===== config.mk =====
export PLATFORM = sky130hd
export DESIGN_NAME = lru_key_value_cache_top
export DESIGN_NICKNAME = d
export VERILOG_FILES = /design/src/hw/rtl/lkvc_pkg.sv /design/src/hw/rtl/lkvc_cell.sv /design/src/hw/rtl/lru_key_value_cache_top.sv
export SDC_FILE = /design/constraint.sdc
export NUM_CORES = 1
export LEC_CHECK = 0
export BUFFER_PORTS_ARGS = -buffer_cell sky130_fd_sc_hd__buf_2
export CAP_MARGIN = 20
export CORE_UTILIZATION = 53
export DETAILED_ROUTE_END_ITERATION = 8
export GPL_ROUTABILITY_DRIVEN = 0
export PLACE_DENSITY = 0.71
export SYNTH_ARGS = -nofsm -noshare
export SYNTH_HDL_FRONTEND = slang
export SYNTH_SLANG_ARGS = --single-unit
export TNS_END_PERCENT = 100

===== constraint.sdc =====
create_clock -name i_clk -period 16 [get_ports i_clk]
set_input_delay 1.6 -clock i_clk [delete_from_list [all_inputs] [get_ports i_clk]]
set_output_delay 1.6 -clock i_clk [all_outputs]
set_load 0.005 [all_outputs]

===== src/hw/rtl/lkvc_pkg.sv =====
// ----------------------------------------------------------------------------
// lkvc_pkg
// Shared widths, constants and the command struct for the LRU cache cell row.
// ----------------------------------------------------------------------------
package lkvc_pkg;

    localparam int KEY_W  = 32;
    localparam int DATA_W = 32;
    localparam int CAP_W  = 5;

    // capacity after reset
    localparam logic [CAP_W-1:0]  CAP_RESET  = 5'd16;
    // value returned by a get that misses
    localparam logic [DATA_W-1:0] MISS_VALUE = 32'hFFFF_FFFF;

    // broadcast from the control to every cell in the execute cycle
    typedef struct packed {
        logic update;   // a set is being applied this cycle
        logic hit_any;  // key found somewhere in the row
        logic evict;    // miss with the row at capacity: drop the oldest
    } t_cell_cmd;

endpackage


===== src/hw/rtl/lkvc_cell.sv =====
// ----------------------------------------------------------------------------
// lkvc_cell
// One recency position of the cache row. Position 0 is most recent. On a set
// the cell loads its upstream neighbor's entry when it lies in the shifted span.
// ----------------------------------------------------------------------------
module lkvc_cell (
    input  logic                        i_clk,
    input  logic                        i_rst_n,
    input  lkvc_pkg::t_cell_cmd         i_cmd,
    input  logic [lkvc_pkg::KEY_W-1:0]  i_key,        // key under lookup
    input  logic [lkvc_pkg::KEY_W-1:0]  i_prev_key,   // entry of the younger neighbor
    input  logic [lkvc_pkg::DATA_W-1:0] i_prev_data,
    input  logic                        i_prev_valid,
    input  logic                        i_sfx_hit,    // hit at some older position
    input  logic [lkvc_pkg::DATA_W-1:0] i_rdata,      // read data chain in
    output logic [lkvc_pkg::KEY_W-1:0]  o_key,
    output logic [lkvc_pkg::DATA_W-1:0] o_data,
    output logic                        o_valid,
    output logic                        o_hit,
    output logic                        o_sfx_hit,    // hit here or older
    output logic [lkvc_pkg::DATA_W-1:0] o_rdata       // read data chain out
);

    logic [lkvc_pkg::KEY_W-1:0]  r_key;
    logic [lkvc_pkg::DATA_W-1:0] r_data;
    logic                        r_valid;
    logic                        w_hit;
    logic                        w_shift;

    // tag compare
    assign w_hit     = r_valid && (r_key == i_key);
    assign o_hit     = w_hit;
    assign o_sfx_hit = w_hit || i_sfx_hit;
    assign o_rdata   = i_rdata | (w_hit ? r_data : '0);

    // hit: shift positions up to the hit; miss: shift the filled span, plus
    // the first empty cell unless the oldest entry is being dropped
    always_comb begin
        if (i_cmd.hit_any) begin
            w_shift = i_cmd.update && o_sfx_hit;
        end else begin
            w_shift = i_cmd.update && (r_valid || (i_prev_valid && !i_cmd.evict));
        end
    end

    // entry state
    always_ff @(posedge i_clk) begin
        if (!i_rst_n) begin
            r_valid <= 1'b0;
        end else if (w_shift) begin
            r_valid <= i_prev_valid;
        end
    end

    // key and data, no reset
    always_ff @(posedge i_clk) begin
        if (w_shift) begin
            r_key  <= i_prev_key;
            r_data <= i_prev_data;
        end
    end

    assign o_key   = r_key;
    assign o_data  = r_data;
    assign o_valid = r_valid;

endmodule


===== src/hw/rtl/lru_key_value_cache_top.sv =====
// ----------------------------------------------------------------------------
// lru_key_value_cache_top
// Fully associative key-value cache with LRU replacement, built as a row of
// cells ordered by recency.
// ----------------------------------------------------------------------------
// A get result is captured in the result register when the get executes.
// Each beat is accepted, then executed: every cell compares its key and the row
//   shifts in the same cycle. No new beat is accepted until execute is done.
// A get waits in execute while an earlier result is not yet taken.
// Reset clears all valid bits and the entry count, capacity returns to 16.
// ----------------------------------------------------------------------------
module lru_key_value_cache_top #(
    parameter int ENTRIES = 16
) (
    input  logic                           i_clk,
    input  logic                           i_rst_n,
    input  logic                           i_cfg_we,
    input  logic [lkvc_pkg::CAP_W-1:0]     i_cfg_wdata,
    input  logic                           s_tvalid,
    output logic                           s_tready,
    input  logic [63:0]                    s_tdata,   // [31:0] lookup_key, [63:32] write_value
    input  logic [0:0]                     s_tuser,   // [0] action (0 get, 1 set)
    output logic                           m_tvalid,
    input  logic                           m_tready,
    output logic [31:0]                    m_tdata,   // [31:0] read_value
    output logic [0:0]                     m_tuser    // [0] found
);

    localparam int CNT_W = $clog2(ENTRIES + 1);
    localparam int CMP_W = (CNT_W > lkvc_pkg::CAP_W) ? CNT_W : lkvc_pkg::CAP_W;

    localparam logic ST_IDLE = 1'b0;
    localparam logic ST_EXEC = 1'b1;

    logic                          r_state;
    logic                          n_state;
    logic                          r_action;
    logic [lkvc_pkg::KEY_W-1:0]    r_key;
    logic [lkvc_pkg::DATA_W-1:0]   r_value;
    logic [lkvc_pkg::CAP_W-1:0]    r_capacity;
    logic [CNT_W-1:0]              r_count;
    logic [CNT_W-1:0]              n_count;
    logic                          r_out_valid;
    logic                          r_out_found;
    logic [lkvc_pkg::DATA_W-1:0]   r_out_data;

    logic                          w_go;
    logic [CMP_W-1:0]              w_cap;
    logic                          w_evict;
    lkvc_pkg::t_cell_cmd           w_cmd;

    logic [lkvc_pkg::KEY_W-1:0]    w_ckey   [ENTRIES];
    logic [lkvc_pkg::DATA_W-1:0]   w_cdata  [ENTRIES];
    logic [ENTRIES-1:0]            w_cvalid;
    logic [ENTRIES-1:0]            w_chit;
    logic [ENTRIES:0]              w_sfx;
    logic [lkvc_pkg::DATA_W-1:0]   w_rd     [ENTRIES+1];

    // configuration register
    always_ff @(posedge i_clk) begin
        if (!i_rst_n) begin
            r_capacity <= lkvc_pkg::CAP_RESET;
        end else if (i_cfg_we) begin
            r_capacity <= i_cfg_wdata;
        end
    end

    // effective capacity: zero acts as one, clamp to the row length
    always_comb begin
        if (r_capacity == '0) begin
            w_cap = CMP_W'(1);
        end else if (CMP_W'(r_capacity) > CMP_W'(ENTRIES)) begin
            w_cap = CMP_W'(ENTRIES);
        end else begin
            w_cap = CMP_W'(r_capacity);
        end
    end
    assign w_evict = CMP_W'(r_count) >= w_cap;

    // sequencer
    assign s_tready = (r_state == ST_IDLE);
    assign w_go     = (r_state == ST_EXEC) && (r_action || !r_out_valid || m_tready);

    always_comb begin
        n_state = r_state;
        case (r_state)
            ST_IDLE: begin
                if (s_tvalid) begin
                    n_state = ST_EXEC;
                end
            end
            ST_EXEC: begin
                if (w_go) begin
                    n_state = ST_IDLE;
                end
            end
            default: n_state = ST_IDLE;
        endcase
    end

    always_ff @(posedge i_clk) begin
        if (!i_rst_n) begin
            r_state <= ST_IDLE;
        end else begin
            r_state <= n_state;
        end
    end

    // input beat capture
    always_ff @(posedge i_clk) begin
        if (s_tvalid && s_tready) begin
            r_action <= s_tuser[0];
            r_key    <= s_tdata[31:0];
            r_value  <= s_tdata[63:32];
        end
    end

    // command to the cell row
    assign w_cmd.update  = w_go && r_action;
    assign w_cmd.hit_any = w_sfx[0];
    assign w_cmd.evict   = w_evict;

    // entry count grows only on a miss that keeps the oldest entry
    always_comb begin
        n_count = r_count;
        if (w_cmd.update && !w_sfx[0] && !w_evict) begin
            n_count = r_count + CNT_W'(1);
        end
    end

    always_ff @(posedge i_clk) begin
        if (!i_rst_n) begin
            r_count <= '0;
        end else begin
            r_count <= n_count;
        end
    end

    // cell row: hit flags ripple toward the head, read data toward the tail
    assign w_sfx[ENTRIES] = 1'b0;
    assign w_rd[0]        = '0;

    for (genvar g = 0; g < ENTRIES; g++) begin : g_cell
        logic [lkvc_pkg::KEY_W-1:0]  w_pkey;
        logic [lkvc_pkg::DATA_W-1:0] w_pdata;
        logic                        w_pvalid;

        if (g == 0) begin : g_head
            assign w_pkey   = r_key;
            assign w_pdata  = r_value;
            assign w_pvalid = 1'b1;
        end else begin : g_body
            assign w_pkey   = w_ckey[g-1];
            assign w_pdata  = w_cdata[g-1];
            assign w_pvalid = w_cvalid[g-1];
        end

        lkvc_cell u_cell (
            .i_clk        (i_clk),
            .i_rst_n      (i_rst_n),
            .i_cmd        (w_cmd),
            .i_key        (r_key),
            .i_prev_key   (w_pkey),
            .i_prev_data  (w_pdata),
            .i_prev_valid (w_pvalid),
            .i_sfx_hit    (w_sfx[g+1]),
            .i_rdata      (w_rd[g]),
            .o_key        (w_ckey[g]),
            .o_data       (w_cdata[g]),
            .o_valid      (w_cvalid[g]),
            .o_hit        (w_chit[g]),
            .o_sfx_hit    (w_sfx[g]),
            .o_rdata      (w_rd[g+1])
        );
    end

    // result register
    always_ff @(posedge i_clk) begin
        if (!i_rst_n) begin
            r_out_valid <= 1'b0;
        end else if (w_go && !r_action) begin
            r_out_valid <= 1'b1;
        end else if (m_tready) begin
            r_out_valid <= 1'b0;
        end
    end

    always_ff @(posedge i_clk) begin
        if (w_go && !r_action) begin
            r_out_found <= w_sfx[0];
            r_out_data  <= w_sfx[0] ? w_rd[ENTRIES] : lkvc_pkg::MISS_VALUE;
        end
    end

    assign m_tvalid   = r_out_valid;
    assign m_tdata    = r_out_data;
    assign m_tuser[0] = r_out_found;

    // checks
    a_count_matches_valid: assert property (@(posedge i_clk) disable iff (!i_rst_n)
        $countones(w_cvalid) == int'(r_count))
        else $error("entry count differs from number of valid cells");

    a_count_bound: assert property (@(posedge i_clk) disable iff (!i_rst_n)
        int'(r_count) <= ENTRIES)
        else $error("entry count beyond row length");

    a_unique_hit: assert property (@(posedge i_clk) disable iff (!i_rst_n)
        $onehot0(w_chit))
        else $error("key present in more than one cell");

    a_miss_grows: assert property (@(posedge i_clk) disable iff (!i_rst_n)
        (w_cmd.update && !w_sfx[0] && !w_evict) |=> (r_count == $past(r_count) + CNT_W'(1)))
        else $error("set miss without eviction did not add an entry");

endmodule


======== Word-level counts from Yosys, hierarchy flattened ========
Index checks and enable logic that the tools add are counted.
operators by class
  bitwise logic cells ..................... 16
  $lt $le $gt $ge ......................... 2
  $add $sub $neg .......................... 1
  reduce and logical (&&, ||, !) cells .... 108
  equality and inequality tests ........... 16
  mux-type cells .......................... 39
operators with widths
  cell                 count
  $eq 32x32->1         16
  $mux 32              16
  $or 32x32->32        15
  $logic_and 1x1->1    69
  $logic_or 1x1->1     33
  $mux 1               20
  $mux 5               2
  $add 5x1->5 const B  1
  $ge 5x5->1           1
  $gt 5x5->1 const B   1
  $logic_not 5->1      1
  $logic_not 1->1      4
  $pmux 1 s2           1
  $reduce_bool 2->1    1
  $not 1->1            1
storage, ports and cells
  output and inout bits ................... 35
  bits of input ports ..................... 75
  bits in registers ....................... 1,150

======== Longest topological paths before layout ========
Gate-level depths: netlist of run 1.
  depth after elaboration ................. 20
  mapped depth ............................ 15

======== By module ========
From an unflattened synthesis of run 1, not the netlist that was laid out.
unflattened totals
  cell total of the unflattened synthesis .. 2,663
  area total of the unflattened synthesis .. 45,771.4 µm²
by module, submodules not included
  module                   cells an instance  area an instance (µm²)  instances
  lkvc_cell                153                2,618.8                 16
  lru_key_value_cache_top  215                3,871.2                 1

======== Worst setup path before layout of run 1 ========
OpenSTA, ideal clock, no wires.
  kind .................................... flip-flop to flip-flop
  start ................................... register r_capacity[1] in the netlist's numbering
  end ..................................... register g_cell[6].u_cell.r_data, in the netlist g_cell[6].u_cell.o_data[0] (enable)
  path slack .............................. 8.361 ns
  cell stages (with the launch flop) ...... 14
  arrival ................................. 7.057 ns
  buffers on the path ..................... 2
  path through ............................ dfxtp_1 nor3_1 nor2_1 nor2_1 ha_1 nand2b_1 a21o_1 a21o_1 a21o_1 a21oi_1 clkbuf_1 buf_1 a211oi_1 a211oi_1
between the ends
  longest elaborated chain between the ends .. 9
  elaborated cells between the ends (all ways) .. 10
ends and longest elaborated chain
  item                          RTL line                       source
  start, declared               lru_key_value_cache_top.sv:40  logic [lkvc_pkg::CAP_W-1:0] r_capacity;
  start signal, assigned        lru_key_value_cache_top.sv:62  r_capacity <= lkvc_pkg::CAP_RESET;
  start signal, assigned        lru_key_value_cache_top.sv:64  r_capacity <= i_cfg_wdata;
  $gt 5x5->1                    lru_key_value_cache_top.sv:72  end else if (CMP_W'(r_capacity) > CMP_W'(ENTRIES)) begin
  $mux 5                        lru_key_value_cache_top.sv:72
  $mux 5 *                      lru_key_value_cache_top.sv:70  if (r_capacity == '0) begin
  $ge 5x5->1 *                  lru_key_value_cache_top.sv:78  assign w_evict = CMP_W'(r_count) >= w_cap;
  $logic_not 1->1 *             lkvc_cell.sv:42                w_shift = i_cmd.update && (r_valid || (i_prev_valid && !i_cmd.evict));
  $logic_and 1x1->1 *           lkvc_cell.sv:42
  $logic_or 1x1->1 *            lkvc_cell.sv:42
  $logic_and 1x1->1 *           lkvc_cell.sv:42
  $mux 1 *                      lkvc_cell.sv:39                if (i_cmd.hit_any) begin
  net g_cell[6].u_cell.w_shift  lkvc_cell.sv:28                logic w_shift;
  end signal, assigned          lkvc_cell.sv:59                r_data <= i_prev_data;
  end, declared                 lkvc_cell.sv:25                logic [lkvc_pkg::DATA_W-1:0] r_data;
The timed path passes the listed nets; every way through them passes the cells marked *.
A chain may end at the register's enable or synchronous reset.

======== Worst setup path in the final report of run 1 ========
  start ................................... register r_key, in the netlist g_cell[0].w_pkey[10]
  end ..................................... register g_cell[13].u_cell.r_data, in the netlist g_cell[13].u_cell.o_data[1] (enable)
between the ends
  longest elaborated chain between the ends .. 18
  elaborated cells between the ends (all ways) .. 49
ends and longest elaborated chain
  item                             RTL line                        source
  start, declared                  lru_key_value_cache_top.sv:38   logic [lkvc_pkg::KEY_W-1:0] r_key;
  start signal, assigned           lru_key_value_cache_top.sv:113  r_key <= s_tdata[31:0];
  $eq 32x32->1                     lkvc_cell.sv:31                 assign w_hit = r_valid && (r_key == i_key);
  $logic_and 1x1->1                lkvc_cell.sv:31
  $logic_or 1x1->1 (15 in series)  lkvc_cell.sv:33                 assign o_sfx_hit = w_hit || i_sfx_hit;
  $mux 1 *                         lkvc_cell.sv:39
  net g_cell[13].u_cell.w_shift    lkvc_cell.sv:28
  end signal, assigned             lkvc_cell.sv:59
  end, declared                    lkvc_cell.sv:25
Marks and branches as above.

==> impl_results.md, run 1 <==
* Core Footprint at 0.0826 mm^2
* R2R depth at 12
* DRT Wirelength at ~110 mm
* Final Hold Viols at 0
* Post-Layout Cell Count at about 3800
* CP required at approximately 16 ns
* Tcrit/Tclk final at approximately a third
* Total track usage at about 25%
* Post-synth EDFFs at 1122
* Num ports at 110
* Max-slew violations at 0
* Hold Crit Class: reg2reg
* Largest net degree at the start of global routing at 65
* Fillcell total at between 5000 and 6000
* Critical Path AT at around 5.8 ns
* FFs w/ async S/R, synth at 0%
* H-tree Lvls at 3
* Most common cell after layout, fill and taps aside: edfxtp_1
* Clock net sink count at 1150
* Initial Util at 53.9%
* Period minus WS final at 5.45 ns
* Die Wd at between 200 and 300 um
* Met3 Use GR at 5.14%
* Area Overhead vs Synth at 12.5%
* Pwr/cell area at 122 mW/mm^2
* Root buffer cell: clkbuf_16
* Placed cells at 3616
* Rel. slew slack at 22.9%
* Clock Skew at about 0.046 ns
* Vias in the first global route at 24681
* Most frequent cells in the layout: edfxtp_1 (1122), xor2_1 (471), clkbuf_16 (113)
* Slew of the pin with the lowest slew margin at ~1.2 ns
* VDD IR max at about 0.11 mV
* Initial antenna violation count at 2
* Syn avg cell area at roughly 18 um^2
* Register area share after synthesis at 76.9%
* Drt wl/cell at about 28 um
* Sum of negative setup slack at 0 ns
* Post-CTS Setup Bufs at 0
* Outcome: finished clean
* Warnings from Yosys at 0
* Crit end category: register
* # resized after CTS at 0
* Clock buffer depth at 3
* Buffers on Ports at about 110
* Synthesis-stage register bit count at around 1200
* Clock Pin Slew Worst Setup and Hold Paths at about 0.06 ns
* GR peak layer: met2
* Die Area at between 0.08 and 0.09 mm^2
* Routing usage on met1 at 33.7%
* Crit Path Class: reg2reg
* Via count at between 20000 and 25000
* Estimated wirelength of the detail-placed design at approximately 68 mm
* Yosys cell types at 56
* Ys flop type: edfxtp_1
* Initial detailed-routing violation count at between 2000 and 3000
* Netlist Area Pre-Place at about 0.045 mm^2
* Mapped Nets at between 2000 and 3000
* Unrepaired setup endpoints after global routing: false
* Total Nets Final at roughly 2700
* DRT Pass-1 Iters at 5
* WHS at 0.418 ns
* Vias per inst at 6.26
* Global route overflow at 0
* CP max FO at 34
* Worst skew pair latency at 0.70 ns
* Yosys top cell area share at roughly 76%
* FMAX at 183 MHz
* Area leader, netlist: edfxtp_1
* Post-cts hold buffer count at 0
* FP Rows at approximately 110
* Syn Inst Count at about 2500
* Routed Antenna Nets at 0
* Drc violations at 0
* Hold path cells at 0
* Final setup violation count at 0
* CTS tree: done
* Max-cap viol count at 0
* First-pass GRT wire length at approximately 160 mm
* Total CTS buffers at ~110
* Leakage power at about 16 nW
* Met2 Usage GRT at approximately 40%
* Die height at around 300 um
* Layout cells sized above 1 at between 10 and 15%
* Dominant cells by area after synthesis: edfxtp_1 (76%), xor2_1 (9.3%), a221oi_1 (1.9%), a22o_1 (1.9%), nor4_1 (1.5%)
* Startpoint Class: register
## flip-flops by register name, summed over array words and instances, names as in the netlist
register and cells:
g_cell.u_cell.o_data 512, g_cell.u_cell.o_key 512, g_cell.u_cell.o_valid 16, g_cell.w_pdata 32
g_cell.w_pkey 32, m_tdata 32, m_tuser 1, m_tvalid 1
r_action 1, r_capacity 5, r_count 5, r_state 1
## metal layers
layer | wire, um | vias to the layer above
met2 | 50500 | 1561
met5 | 12 | -
met1 | 41200 | 11908
li1 | - | 10175
met3 | 10900 | 320
met4 | 5200 | 2
## worst max-delay path, stage by stage, from the launching register on
cell and delay [ns]:
edfxtp_1 0.33, buf_4 0.40, xor2_1 0.35, nor4_1 0.12, nand4_1 0.16, nor3_4 0.08
buf_4 0.35, nor3_2 0.59, nand4b_2 0.28, nor2_4 0.60, o21ai_0 0.30, a21oi_4 0.83
buf_4 0.61
## layout make-up
| type | instances | area [um^2] | share of cell area, % |
|---|---|---|---|
| tap | 1070 | 1340 | 2.67 |
| inverter | 10 | 37.5 | 0.0749 |
| sequential | 1150 | 34300 | 68.3 |
| antenna | 1 | 2.50 | 0.00499 |
| multi-input combinational | 1208 | 9710 | 19.4 |
| clock buffer | 146 | 3010 | 6.01 |
| clock inverter | 63 | 628 | 1.25 |
| timing repair buffer | 182 | 1170 | 2.33 |
## stage by stage
step / utilization (%) / total power [W] / instance area, um^2 / setup slack [ns]
3_3_place_gp: 56.1 / 0.00355 / 46400 / 10.65
4_1_cts: 60.6 / 0.00612 / 50000 / 10.40
6_report: 60.7 / 0.00609 / 50100 / 10.55
5_1_grt: 60.7 / 0.00625 / 50100 / 10.33
3_5_place_dp: 56.1 / 0.00355 / 46400 / 10.45
2_1_floorplan: - / 0.00349 / 44600 / 8.36
## path summary, 6_finish.rpt
kind                              start                     endpoint  slack (ns)
setup / recovery   g_cell[0].w_pkey[10]  g_cell[13].u_cell.o_data[1]       10.55
setup reg to reg   g_cell[0].w_pkey[10]  g_cell[13].u_cell.o_data[1]       10.55
hold reg to reg   g_cell[0].w_pdata[29]  g_cell[0].u_cell.o_data[29]        0.42
hold / removal    g_cell[0].w_pdata[29]  g_cell[0].u_cell.o_data[29]        0.42
## synth_stat cells, types with 4 or more instances
cell type / n
buf_4: 35
o31ai_1: 9
a31oi_1: 5
inv_1: 9
xnor2_1: 41
clkbuf_1: 48
nand2b_1: 5
o21ai_0: 9
dfxtp_1: 28
edfxtp_1: 1122
nand4_1: 55
nor3_2: 9
mux2i_1: 5
nor4_2: 4
nor3_1: 22
a21o_1: 5
nor4_4: 4
ha_1: 6
a22oi_1: 64
xor2_1: 471
nor2b_1: 4
nor2_1: 28
nand3_1: 33
buf_6: 20
a221oi_1: 96
nor4_1: 108
a211oi_1: 8
buf_1: 5
a21oi_1: 33
a22o_1: 96
buf_2: 16
nand2_1: 21
and3_1: 36
## kinds of logic after synthesis
group	Yosys count	synth area share [%]
flops	1150	76.9
xor+xnor	512	10.1
simple gates	346	4.81
compound gates	339	6.07
buf+inv	137	1.91
fa+ha+maj	6	0.168
mux	5	0.112
## power breakdown
group	switching (W)	internal [W]	total, W	leakage [nW]
registers	0.0000172	0.00330	0.00332	10.3
logic	0.000119	0.0000583	0.000177	4.16
clock network	0.00112	0.00148	0.00260	1.77
No activity file was read; power rests on OpenSTA's default activity.
==> run 2: changes to the inputs <==
clock period = 5.1 ns   (was 16 ns; I/O delays follow)
==> impl_results.md, run 2 (same netlist as run 1, synthesis figures left out) <==
* Num ports at 110
* Crit end category: register
* Final Cell Area at between 0.05 and 0.06 mm^2
* Worst skew pair latency at between 0.6 and 0.7 ns
* Fillcell total at between 5000 and 6000
* # resized after CTS at 0
* Pwr/cell area at 378 mW/mm^2
* Max-slew violations at 0
* P_int at between 0.015 and 0.02 W
* Worst path cell trace: buf_4, xor2_1, nor4_1, nand3_1, nor3_4, nor2_1, nand4b_2, nor2_4, o21ai_0, a21oi_4, buf_4
* CP max FO at 32
* Crit Path Class: reg2reg
* Core Footprint at 0.0826 mm^2
* Total Nets Final at approximately 2800
* Outcome: finished clean
* Initial detailed-routing violation count at 2894
* Via count at 24320
* Hold Crit Class: in2reg
* Unrepaired setup endpoints after global routing: false
* Most common cell after layout, fill and taps aside: edfxtp_1
* FMAX at about 220 MHz
* First-pass GRT wire length at between 150 and 200 mm
* Most frequent cells in the layout: edfxtp_1 (1122), xor2_1 (471), clkbuf_16 (112)
* Clock buffer depth at 3
* Final setup violation count at 0
* Leakage power at 16.7 nW
* Tcrit/Tclk final at between 90% and 100%
* FP Rows at between 100 and 150
* Critical Path AT at 4.93 ns
* N_diodes at 0
* Clock net sink count at about 1200
* CP max-delay cell: edfxtp_1
* Post-layout util at 61.9%
* Drc violations at 0
* DRT Pass-1 Iters at 5
* CP required at 5.40 ns
* Root buffer cell: clkbuf_16
* Critical path buffers and inverters at 2
* Clock Skew at 0.0357 ns
* DRT Wirelength at approximately 110 mm
* CTS tree: done
* Buffers on Ports at roughly 110
* Seq pwr share at 54.0%
* Final Hold Viols at 0
* WHS at between 0.02 and 0.03 ns
* Comb power frac at 2.9%
* Max-cap viol count at 0
* Cell family with most CP delay: simple AND/OR/NAND/NOR gates
* Initial antenna violation count at 1
* Worst stage delay on the critical path at between 0.9 and 1 ns
* Clock Pin Slew Worst Setup and Hold Paths at about 0.060 ns
* Total CTS buffers at around 110
* Drt wl/cell at between 20 and 30 um
* Slew of the pin with the lowest slew margin at ~0.95 ns
* Initial Util at between 50 and 60%
* Area Overhead vs Synth at 14.7%
* Clock Power Share at 43.1%
* Period minus WS final at between 4 and 5 ns
* Layout cells sized above 1 at ~15%
* Startpoint Class: register
* Vias per inst at 6.22
* VDD IR max at about 0.4 mV
* H-tree Lvls at 3
* Die Wd at 292 um
* Estimated wirelength of the detail-placed design at just over 70 mm
* Vias in the first global route at 25132
* Die height at roughly 290 um
* Die Area at between 0.08 and 0.09 mm^2
* Post-DP Area at 0.0469 mm^2
* Rel. slew slack at between 30% and 40%
* Routed Antenna Nets at 0
* Worst path most repeated cell: buf_4
* Net Sw Frac at a little over 20%
* Switch Pwr at approximately 0.0039 W
* Largest net degree at the start of global routing at 65
* Global route overflow at 0
* Total track usage at a little over a quarter
-- run 2: changes by cell type in the layout (fill, tap and decap cells not counted), moves of 2 or more --
cell,change
bufinv_16,+6
buf_16,-3
buf_4,+23
clkbuf_8,-4
dlygate4sd3_1,+50
clkinv_8,+2
clkbuf_1,-3
buf_12,+16
-- run 2: layout make-up --
type	count	area (um^2)	share of cell area [%]
Sequential cell	1150	34300	67.0
Multi-Input combinational cell	1208	9710	19.0
Clock buffer	138	2920	5.71
Timing Repair Buffer	268	2080	4.06
Tap cell	1070	1340	2.62
Clock inverter	68	777	1.52
Inverter	10	37.5	0.0734
-- run 2: per-stage QoR --
step                      cells  setup slack [ns]  total power (W)  TNS [ns]
after floorplan            2495            -0.869           0.0110   -166.90
after global placement     3656             0.785           0.0112         0
after detailed placement   3656             0.664           0.0112         0
after CTS                  3912             0.637           0.0194         0
after global routing       3912             0.460           0.0198         0
final                      3912             0.474           0.0193         0
-- run 2: worst paths after layout --
| check | startpoint | end | slack, ns | depth (start not counted) |
|---|---|---|---|---|
| hold reg to reg | g_cell[0].w_pdata[0] | g_cell[0].u_cell.o_data[0] | 0.42 | 0 |
| setup reg to reg | g_cell[0].w_pkey[19] | g_cell[13].u_cell.o_data[7] | 0.47 | 11 |
| setup / recovery | g_cell[0].w_pkey[19] | g_cell[13].u_cell.o_data[7] | 0.47 | 11 |
| hold / removal | s_tdata[41] | g_cell[0].w_pdata[9] | 0.03 | 1 |
-- run 2: metal layers --
metal	vias up	wire [um]	track usage, %	part of all wire (%)
met3	267	11000	5.33	9.9
met1	12110	43500	35.6	39
li1	10347	-	-	-
met5	-	0	0	0
met2	1596	52400	42.1	47
met4	0	3940	9.18	3.6
-- run 2: what timing repair did --
| action | in CTS | in global routing |
|---|---|---|
| hold buffers | 50 | 0 |
| setup buffers | 0 | 0 |
| endpoints found under the hold margin | 50 | 0 |
-- run 2: power by group through the flow --
stage	Sequential [W]	Combinational (W)	Clock, W
final	0.0104	0.000559	0.00833
after detailed placement	0.0106	0.000530	0
after CTS	0.0104	0.000563	0.00840
after global placement	0.0106	0.000522	0
after global routing	0.0105	0.000597	0.00879
after floorplan	0.0106	0.000367	0
-- run 2: worst register-to-register path, stage by stage (launching register included) --
cell,delay (ns)
edfxtp_1,0.96
buf_4,0.30
xor2_1,0.21
nor4_1,0.08
nand3_1,0.15
nor3_4,0.07
nor2_1,0.42
nand4b_2,0.32
nor2_4,0.63
o21ai_0,0.32
a21oi_4,0.20
buf_4,0.57
